### src/hdl/pbd_ram.sv
// Generic single write port RAM with one registered read port.
// No dependencies.
`default_nettype none
module pbd_ram #(
  parameter int WIDTH = 8,
  parameter int DEPTH = 16
) (
  input  wire                     clk,
  input  wire                     we,
  input  wire [$clog2(DEPTH)-1:0] wr_addr,
  input  wire [WIDTH-1:0]         wr_data,
  input  wire [$clog2(DEPTH)-1:0] rd_addr,
  output logic [WIDTH-1:0]        rd_data
);

  logic [WIDTH-1:0] mem [DEPTH];

  always_ff @(posedge clk) begin
    if (we) begin
      mem[wr_addr] <= wr_data;
    end
    rd_data <= mem[rd_addr];
  end

endmodule
`default_nettype wire
### config.mk
export PLATFORM = sky130hd
export DESIGN_NAME = pbd_ram
export DESIGN_NICKNAME = d
export VERILOG_FILES = /design/src/hdl/pbd_ram.sv
export SDC_FILE = /design/constraint.sdc
export NUM_CORES = 1
export LEC_CHECK = 0
export ABC_AREA = 1
export CAP_MARGIN = 25
export CORE_ASPECT_RATIO = 0.7
export CORE_MARGIN = 2
export CORE_UTILIZATION = 35
export DETAILED_ROUTE_END_ITERATION = 8
export DONT_BUFFER_PORTS = 1
export PLACE_DENSITY = 0.6
export SLEW_MARGIN = 20
export SYNTH_ARGS = -nofsm -noshare
export SYNTH_HDL_FRONTEND = slang
export SYNTH_SLANG_ARGS = --single-unit
### constraint.sdc
create_clock -name clk -period 1.2 [get_ports clk]
set_input_delay 0.06 -clock clk [delete_from_list [all_inputs] [get_ports clk]]
set_output_delay 0.06 -clock clk [all_outputs]
set_load 0.005 [all_outputs]
==> results of run 1 <==
-- where the power goes --
group | switching (uW) | leakage, uW | internal (uW) | total, uW
Sequential | 46.9 | 0.00122 | 5310 | 5360
Clock | 1950 | 0.000277 | 3230 | 5170
Combinational | 407 | 0.00136 | 179 | 586
Total | 2400 | 0.00286 | 8720 | 11100
-- stage by stage --
step	hold slack [ps]	power [uW]
after floorplan	159	5810
after global placement	160	5910
after detailed placement	160	5910
after CTS	-124	11200
after global routing	3.71	11500
final	7.30	11100
-- registers in the layout, indices dropped and copies added (netlist names) --
register  flops
rd_data       8
mem         128
-- layer usage --
layer | part of all wire, % | track usage, % | wire [um]
met2 | 43 | 23.3 | 6120
met4 | 0.79 | 4.48 | 113
met1 | 47 | 25.4 | 6690
met3 | 9.7 | 6.23 | 1380
met5 | 0 | 0 | 0
-- layout by cell type, fill, tap and decap left out, drive strengths merged, types with 8 or more instances in the layout --
master and count:
nor2 17, clkinv 8, nand3 97, clkbuf 17, dfxtp 8, dlygate4sd3 11
buf 21, edfxtp 128, nand2 173, inv 103
-- final timing paths --
path                    from          to  slack, ps  depth (start not counted)
setup / recovery  rd_addr[2]  rd_data[6]         50                          4
hold / removal    rd_addr[2]  rd_data[0]          7                          3
setup reg to reg   mem[0][5]  rd_data[5]        160                          6
hold reg to reg    mem[6][2]  rd_data[2]        690                          6
-- layout make-up --
type	count	area share, %
Clock inverter	15	2.35
Clock buffer	17	6.29
Multi-Input combinational cell	289	18.0
Inverter	102	5.66
Tap cell	225	4.17
Timing Repair Buffer	32	4.33
Sequential cell	136	59.2
-- repair_timing --
action	CTS	global route
endpoints found under the hold margin	136	7
setup endpoints to repair	0	0
hold buffers	10	1
-- cell families after synthesis --
kind of cell | after synthesis
AND/OR/NAND/NOR | 289
flip-flops | 136
buffers and inverters | 126
-- critical path, delay by kind of cell --
kind	cells	cell delay [ps]
buffers and inverters	1	910
AND/OR/NAND/NOR	3	480
==> impl_results.md, run 1 <==
- Status: complete, no violations
- CTS tree: yes
- Post-CTS sizing: 0
- CP Launch Type: input port
- Slew headroom: around two fifths
- Clock Latency Late Sink: just over 400 ps
- Dpl hpwl: between 8000 and 9000 um
- Number of vias per cell: 4.72
- Routed WL: 14300 um
- PD cells: 1650 nW/um^2
- Setup bufs post-CTS: 0
- Die width: 157 um
- Non-Filler Instances: 816
- Initial DRC count: 427
- Post-Synth Simple-Gate Area: 21.0%
- Syn avg cell area: 10.5 um^2
- Worst endpoint data arrival time: 1450 ps
- Largest family of logic cells by synthesized area: simple AND/OR/NAND/NOR gates
- Synth top area share: between 60% and 70%
- Crit share post-route: a little over nine tenths
- First-pass GRT wire length: 21300 um
- Largest net degree at the start of global routing: 66
- CP required: 1510 ps
- Post-route setup slack: 52.0 ps
- P&R area growth vs syn: 17.2%
- Die Y-Extent: 111 um
- Crit path cell chain: dlygate4sd3_1 -> nand3_1 -> nand3_1 -> nand2_1
- Fin Setup TNS: 0 ps
- Worst slew pin tran: approximately 880 ps
- Synthesized area: between 5000 and 6000 um^2
- Post-DP Area: between 6000 and 7000 um^2
- Worst Hold Class: input port to flip-flop
- CP endpoint kind: flip-flop
- Antenna Violating Nets Remaining: 0
- Site Rows: 39
- Antenna diode count: 0
- Synth top area cells: edfxtp_1 (67%), nand2_1 (11%), nand3_1 (8.4%)
- Initial antenna violation count: 0
- Fill count: 1579
- Setup Skew: 6.74 ps
- CTS buffer count: 17
- VDD IR max: 0.000998 V
- IO Port Bufs: 0
- EDFF count, synth: around 130
- Routability Congestion: around 0.83
- XOR/XNOR Fraction of Synth Area: 0%
- Unique cell type count in the Yosys netlist: 12
- Max-cap check violation count: 0
- Compound-cell area share of the yosys netlist: 0%
- Commonest cells in the netlist: nand2_1 (173), edfxtp_1 (128), inv_1 (100), nand3_1 (97), nor2_1 (17)
- Synth Area in Adders: 0%
- Vias in the first global route: 3566
- Final hold vios: 0
- H-tree Lvls: 4
- Reg area: 4000 um^2
- Lkg Pwr: 0.00286 uW
- Final setup viols: 0
- Area of the multi-input gates: ~1200 um^2
- Post-DR wirelength/cell: approximately 18 um
- Crit Path Class: input port to flip-flop
- Most frequent cell after synthesis: nand2_1
- Share of cells above drive strength 1: ~8.5%
- FMAX: 0.871 GHz
- Slowest CP cell: dlygate4sd3_1
- Design area: ~6800 um^2
- Cell Count Post-Placement: 773
- Register area share after synthesis: 69.4%
- Total GRT Usage: 17.0%
- Mapped Cells: between 500 and 600
- Crit path max fanout: 12
- GRT overflow: 0
- Post-synthesis async set-or-reset flop share: 0%
- Post-layout minimum cycle time: 1150 ps
- Clock Pin Slew Worst Setup and Hold Paths: 60 ps
- CP peak stage delay: roughly 900 ps
- Crit-path most repeated cell: nand3_1
- Ports: 26
- Unrepaired setup endpoints after global routing: no
- Main synth FF type: edfxtp_1
- Core area: 16200 um^2
- Synth Net Count: 569
- Yosys reg bits: 136
- Cell taking the most area after synthesis: edfxtp_1
- Fin nets: 596
- Via count: 3854
- Pins Over Slew Limit: 0
- # DRC: 0
- Starting Density: 35.6%
- DRT Pass-1 Iters: 5
- Place WS: ~110 ps
- Max Buffers Root-to-Sink: 2
- CTS root buf: clkbuf_16
- Mux cell area share after synthesis: 0%
- Die area: about 18000 um^2
- Post-layout util: 41.7%
- Clk sinks: roughly 140
- Warning count from the yosys run: 0
No activity file was read; power rests on OpenSTA's default activity.
==> run 2, diff against run 1 <==
--- a/config.mk
+++ b/config.mk
@@ -8,10 +8,11 @@
 export ABC_AREA = 1
 export CAP_MARGIN = 25
 export CORE_ASPECT_RATIO = 0.7
-export CORE_MARGIN = 2
+export CORE_MARGIN = 3
 export CORE_UTILIZATION = 35
 export DETAILED_ROUTE_END_ITERATION = 8
 export DONT_BUFFER_PORTS = 1
+export HOLD_SLACK_MARGIN = 0.15
 export PLACE_DENSITY = 0.6
 export SLEW_MARGIN = 20
 export SYNTH_ARGS = -nofsm -noshare
==> impl_results.md, run 2 (synthesis results as in run 1) <==
- Final setup viols: 0 (unchanged)
- Routed WL: 13600 um (was 14300 um)
- Post-layout util: 42.9% (was 41.7%)
- Initial DRC count: 373 (was 427)
- Initial antenna violation count: 0 (unchanged)
- Max reg flops: 128 (unchanged)
- Design area: 6800 um^2 (was 6760 um^2)
- CTS root buf: clkbuf_16 (unchanged)
- Die area: 18100 um^2 (was 17500 um^2)
- # DRC: 0 (unchanged)
- Crit Path Class: input port to flip-flop (unchanged)
- PD cells: 1690 nW/um^2 (was 1650 nW/um^2)
- Status: finished with violations (was complete, no violations)
- Crit share post-route: 90.4% (was 95.7%)
- First-pass GRT wire length: 21600 um (was 21300 um)
- Fin Setup TNS: 0 ps (unchanged)
- Cts hold-fix bufs: 10 (unchanged)
- H-tree Lvls: 4 (unchanged)
- Core area: 15800 um^2 (was 16200 um^2)
- CP required: 1500 ps (was 1510 ps)
- Antenna Violating Nets Remaining: 0 (unchanged)
- Max-cap check violation count: 0 (unchanged)
- Post-DP Area: 6060 um^2 (about the same)
- Slew headroom: 46.3% (was 41.1%)
- Unrepaired setup endpoints after global routing: no (unchanged)
- Largest regs: mem x128, rd_data x8 (unchanged)
- Top reg by flops: mem (unchanged)
- Clock Pin Slew Worst Setup and Hold Paths: 60 ps (about the same)
- P&R area growth vs syn: 17.9% (was 17.2%)
- Via count: 3733 (was 3854)
- GRT overflow: 0 (unchanged)
- Failing checks: negative hold slack
- Final hold vios: 8 (was 0)
- Largest net degree at the start of global routing: 66 (unchanged)
- FMAX: 0.922 GHz (was 0.871 GHz)
- Post-DR wirelength/cell: 16.9 um (was 17.5 um)
- Commonest non-fill, non-tap cell in the layout: nand2_1 (unchanged)
- Fin nets: 594 (was 596)
- Pins Over Slew Limit: 0 (unchanged)
- CTS buffer count: 17 (unchanged)
- CTS tree: yes (unchanged)
- Clk sinks: 136 (unchanged)
- Most frequent cells in the layout: nand2_1 (173), edfxtp_1 (128), inv_1 (100), nand3_1 (97) (was nand2_1 (173), edfxtp_1 (128), inv_1 (100), nand3_1 (97), buf_4 (19))
- Fill count: 1496 (was 1579)
- Die Y-Extent: 113 um (was 111 um)
- Worst slew pin tran: 804 ps (was 880 ps)
- Total Power: 11500 uW (was 11100 uW)
- Area of the multi-input gates: 1210 um^2 (unchanged)
- Starting Density: 36.4% (was 35.6%)
- CP endpoint kind: flip-flop (unchanged)
- Clock Latency Late Sink: 420 ps (was 410 ps)
- Post-layout minimum cycle time: 1080 ps (was 1150 ps)
- Die width: 159 um (was 157 um)
- DRT Pass-1 Iters: 5 (unchanged)
- Dpl hpwl: 8450 um (was 8650 um)
- Non-Filler Instances: 809 (was 816)
- Reg area: 4000 um^2 (unchanged)
- Number of vias per cell: 4.61 (was 4.72)
- Cell Count Post-Placement: 767 (was 773)
- Routability Congestion: 0.824 (was 0.832)
- Total GRT Usage: 16.0% (was 17.0%)
- Crit path max fanout: 9 (was 12)
- Share of cells above drive strength 1: 8.49% (was 8.46%)
- Hold Worst Slack: -136 ps (was 7.30 ps)
- Max Buffers Root-to-Sink: 2 (unchanged)
- Worst endpoint data arrival time: 1380 ps (was 1450 ps)
- IO Port Bufs: 0 (unchanged)
- Setup Skew: 7.71 ps (was 6.74 ps)
- Ports: 26 (unchanged)
- Worst Hold Class: input port to flip-flop (unchanged)
- CP Launch Type: input port (unchanged)
- Antenna diode count: 0 (unchanged)
- Lkg Pwr: 0.00287 uW (was 0.00286 uW)
- VDD IR max: 0.000871 V (was 0.000998 V)
- Site Rows: 38 (was 39)
- Vias in the first global route: 3684 (was 3566)
==> run 2: cell count changes in the layout (fill, tap and decap cells not counted), sizes merged <==
cell         change
clkinvlp         +1
clkbuf           +1
inv              -1
dlygate4sd3      -1
bufinv           +2
buf              -1
clkinv           -3
==> run 2: path summary, 6_finish.rpt <==
path	startpoint	to	slack, ps	cells after the start
worst max-delay path	rd_addr[3]	rd_data[1]	120	4
worst min-delay path	rd_addr[2]	rd_data[7]	-140	3
worst max register to register	mem[0][1]	rd_data[1]	130	6
worst min register to register	mem[12][2]	rd_data[2]	680	6
==> run 2: through the flow <==
step	setup WS [ps]	hold WS, ps
final	116	-136
after global routing	8.81	-119
after CTS	146	-147
after detailed placement	71.5	160
after global placement	72.5	160
after floorplan	189	159
==> run 2: timing repair <==
item | in CTS | in global routing
buffers inserted | 0 | 0
hold endpoints to repair | 168 | 8
gates resized for setup | 0 | 0
==> run 2: cell type report <==
| type | count | area share, % |
|---|---|---|
| clock buffers | 18 | 6.31 |
| clock inverters | 14 | 3.02 |
| inverters | 102 | 5.63 |
| multi-input cells | 289 | 17.9 |
| flip-flops and latches | 136 | 58.9 |
| well taps | 220 | 4.05 |
| repair buffers | 30 | 4.23 |
==> run 2: routing by layer <==
metal,track usage [%],wire (um)
met5,0,0
met3,4.07,843
met4,5.66,232
met2,22.9,5670
met1,23.7,6890
==> run 2: report_power, final <==
| group | switching [uW] | total (uW) | leakage (uW) | internal (uW) |
|---|---|---|---|---|
| combinational | 377 | 557 | 0.00135 | 180 |
| clock | 1940 | 5600 | 0.000295 | 3660 |
| sequential | 43.4 | 5360 | 0.00122 | 5310 |
==> run 2: worst max-delay path: stages <==
cell and delay [ps]:
dlygate4sd3_1 800, inv_1 270, nand3_1 160, nand2_1 90
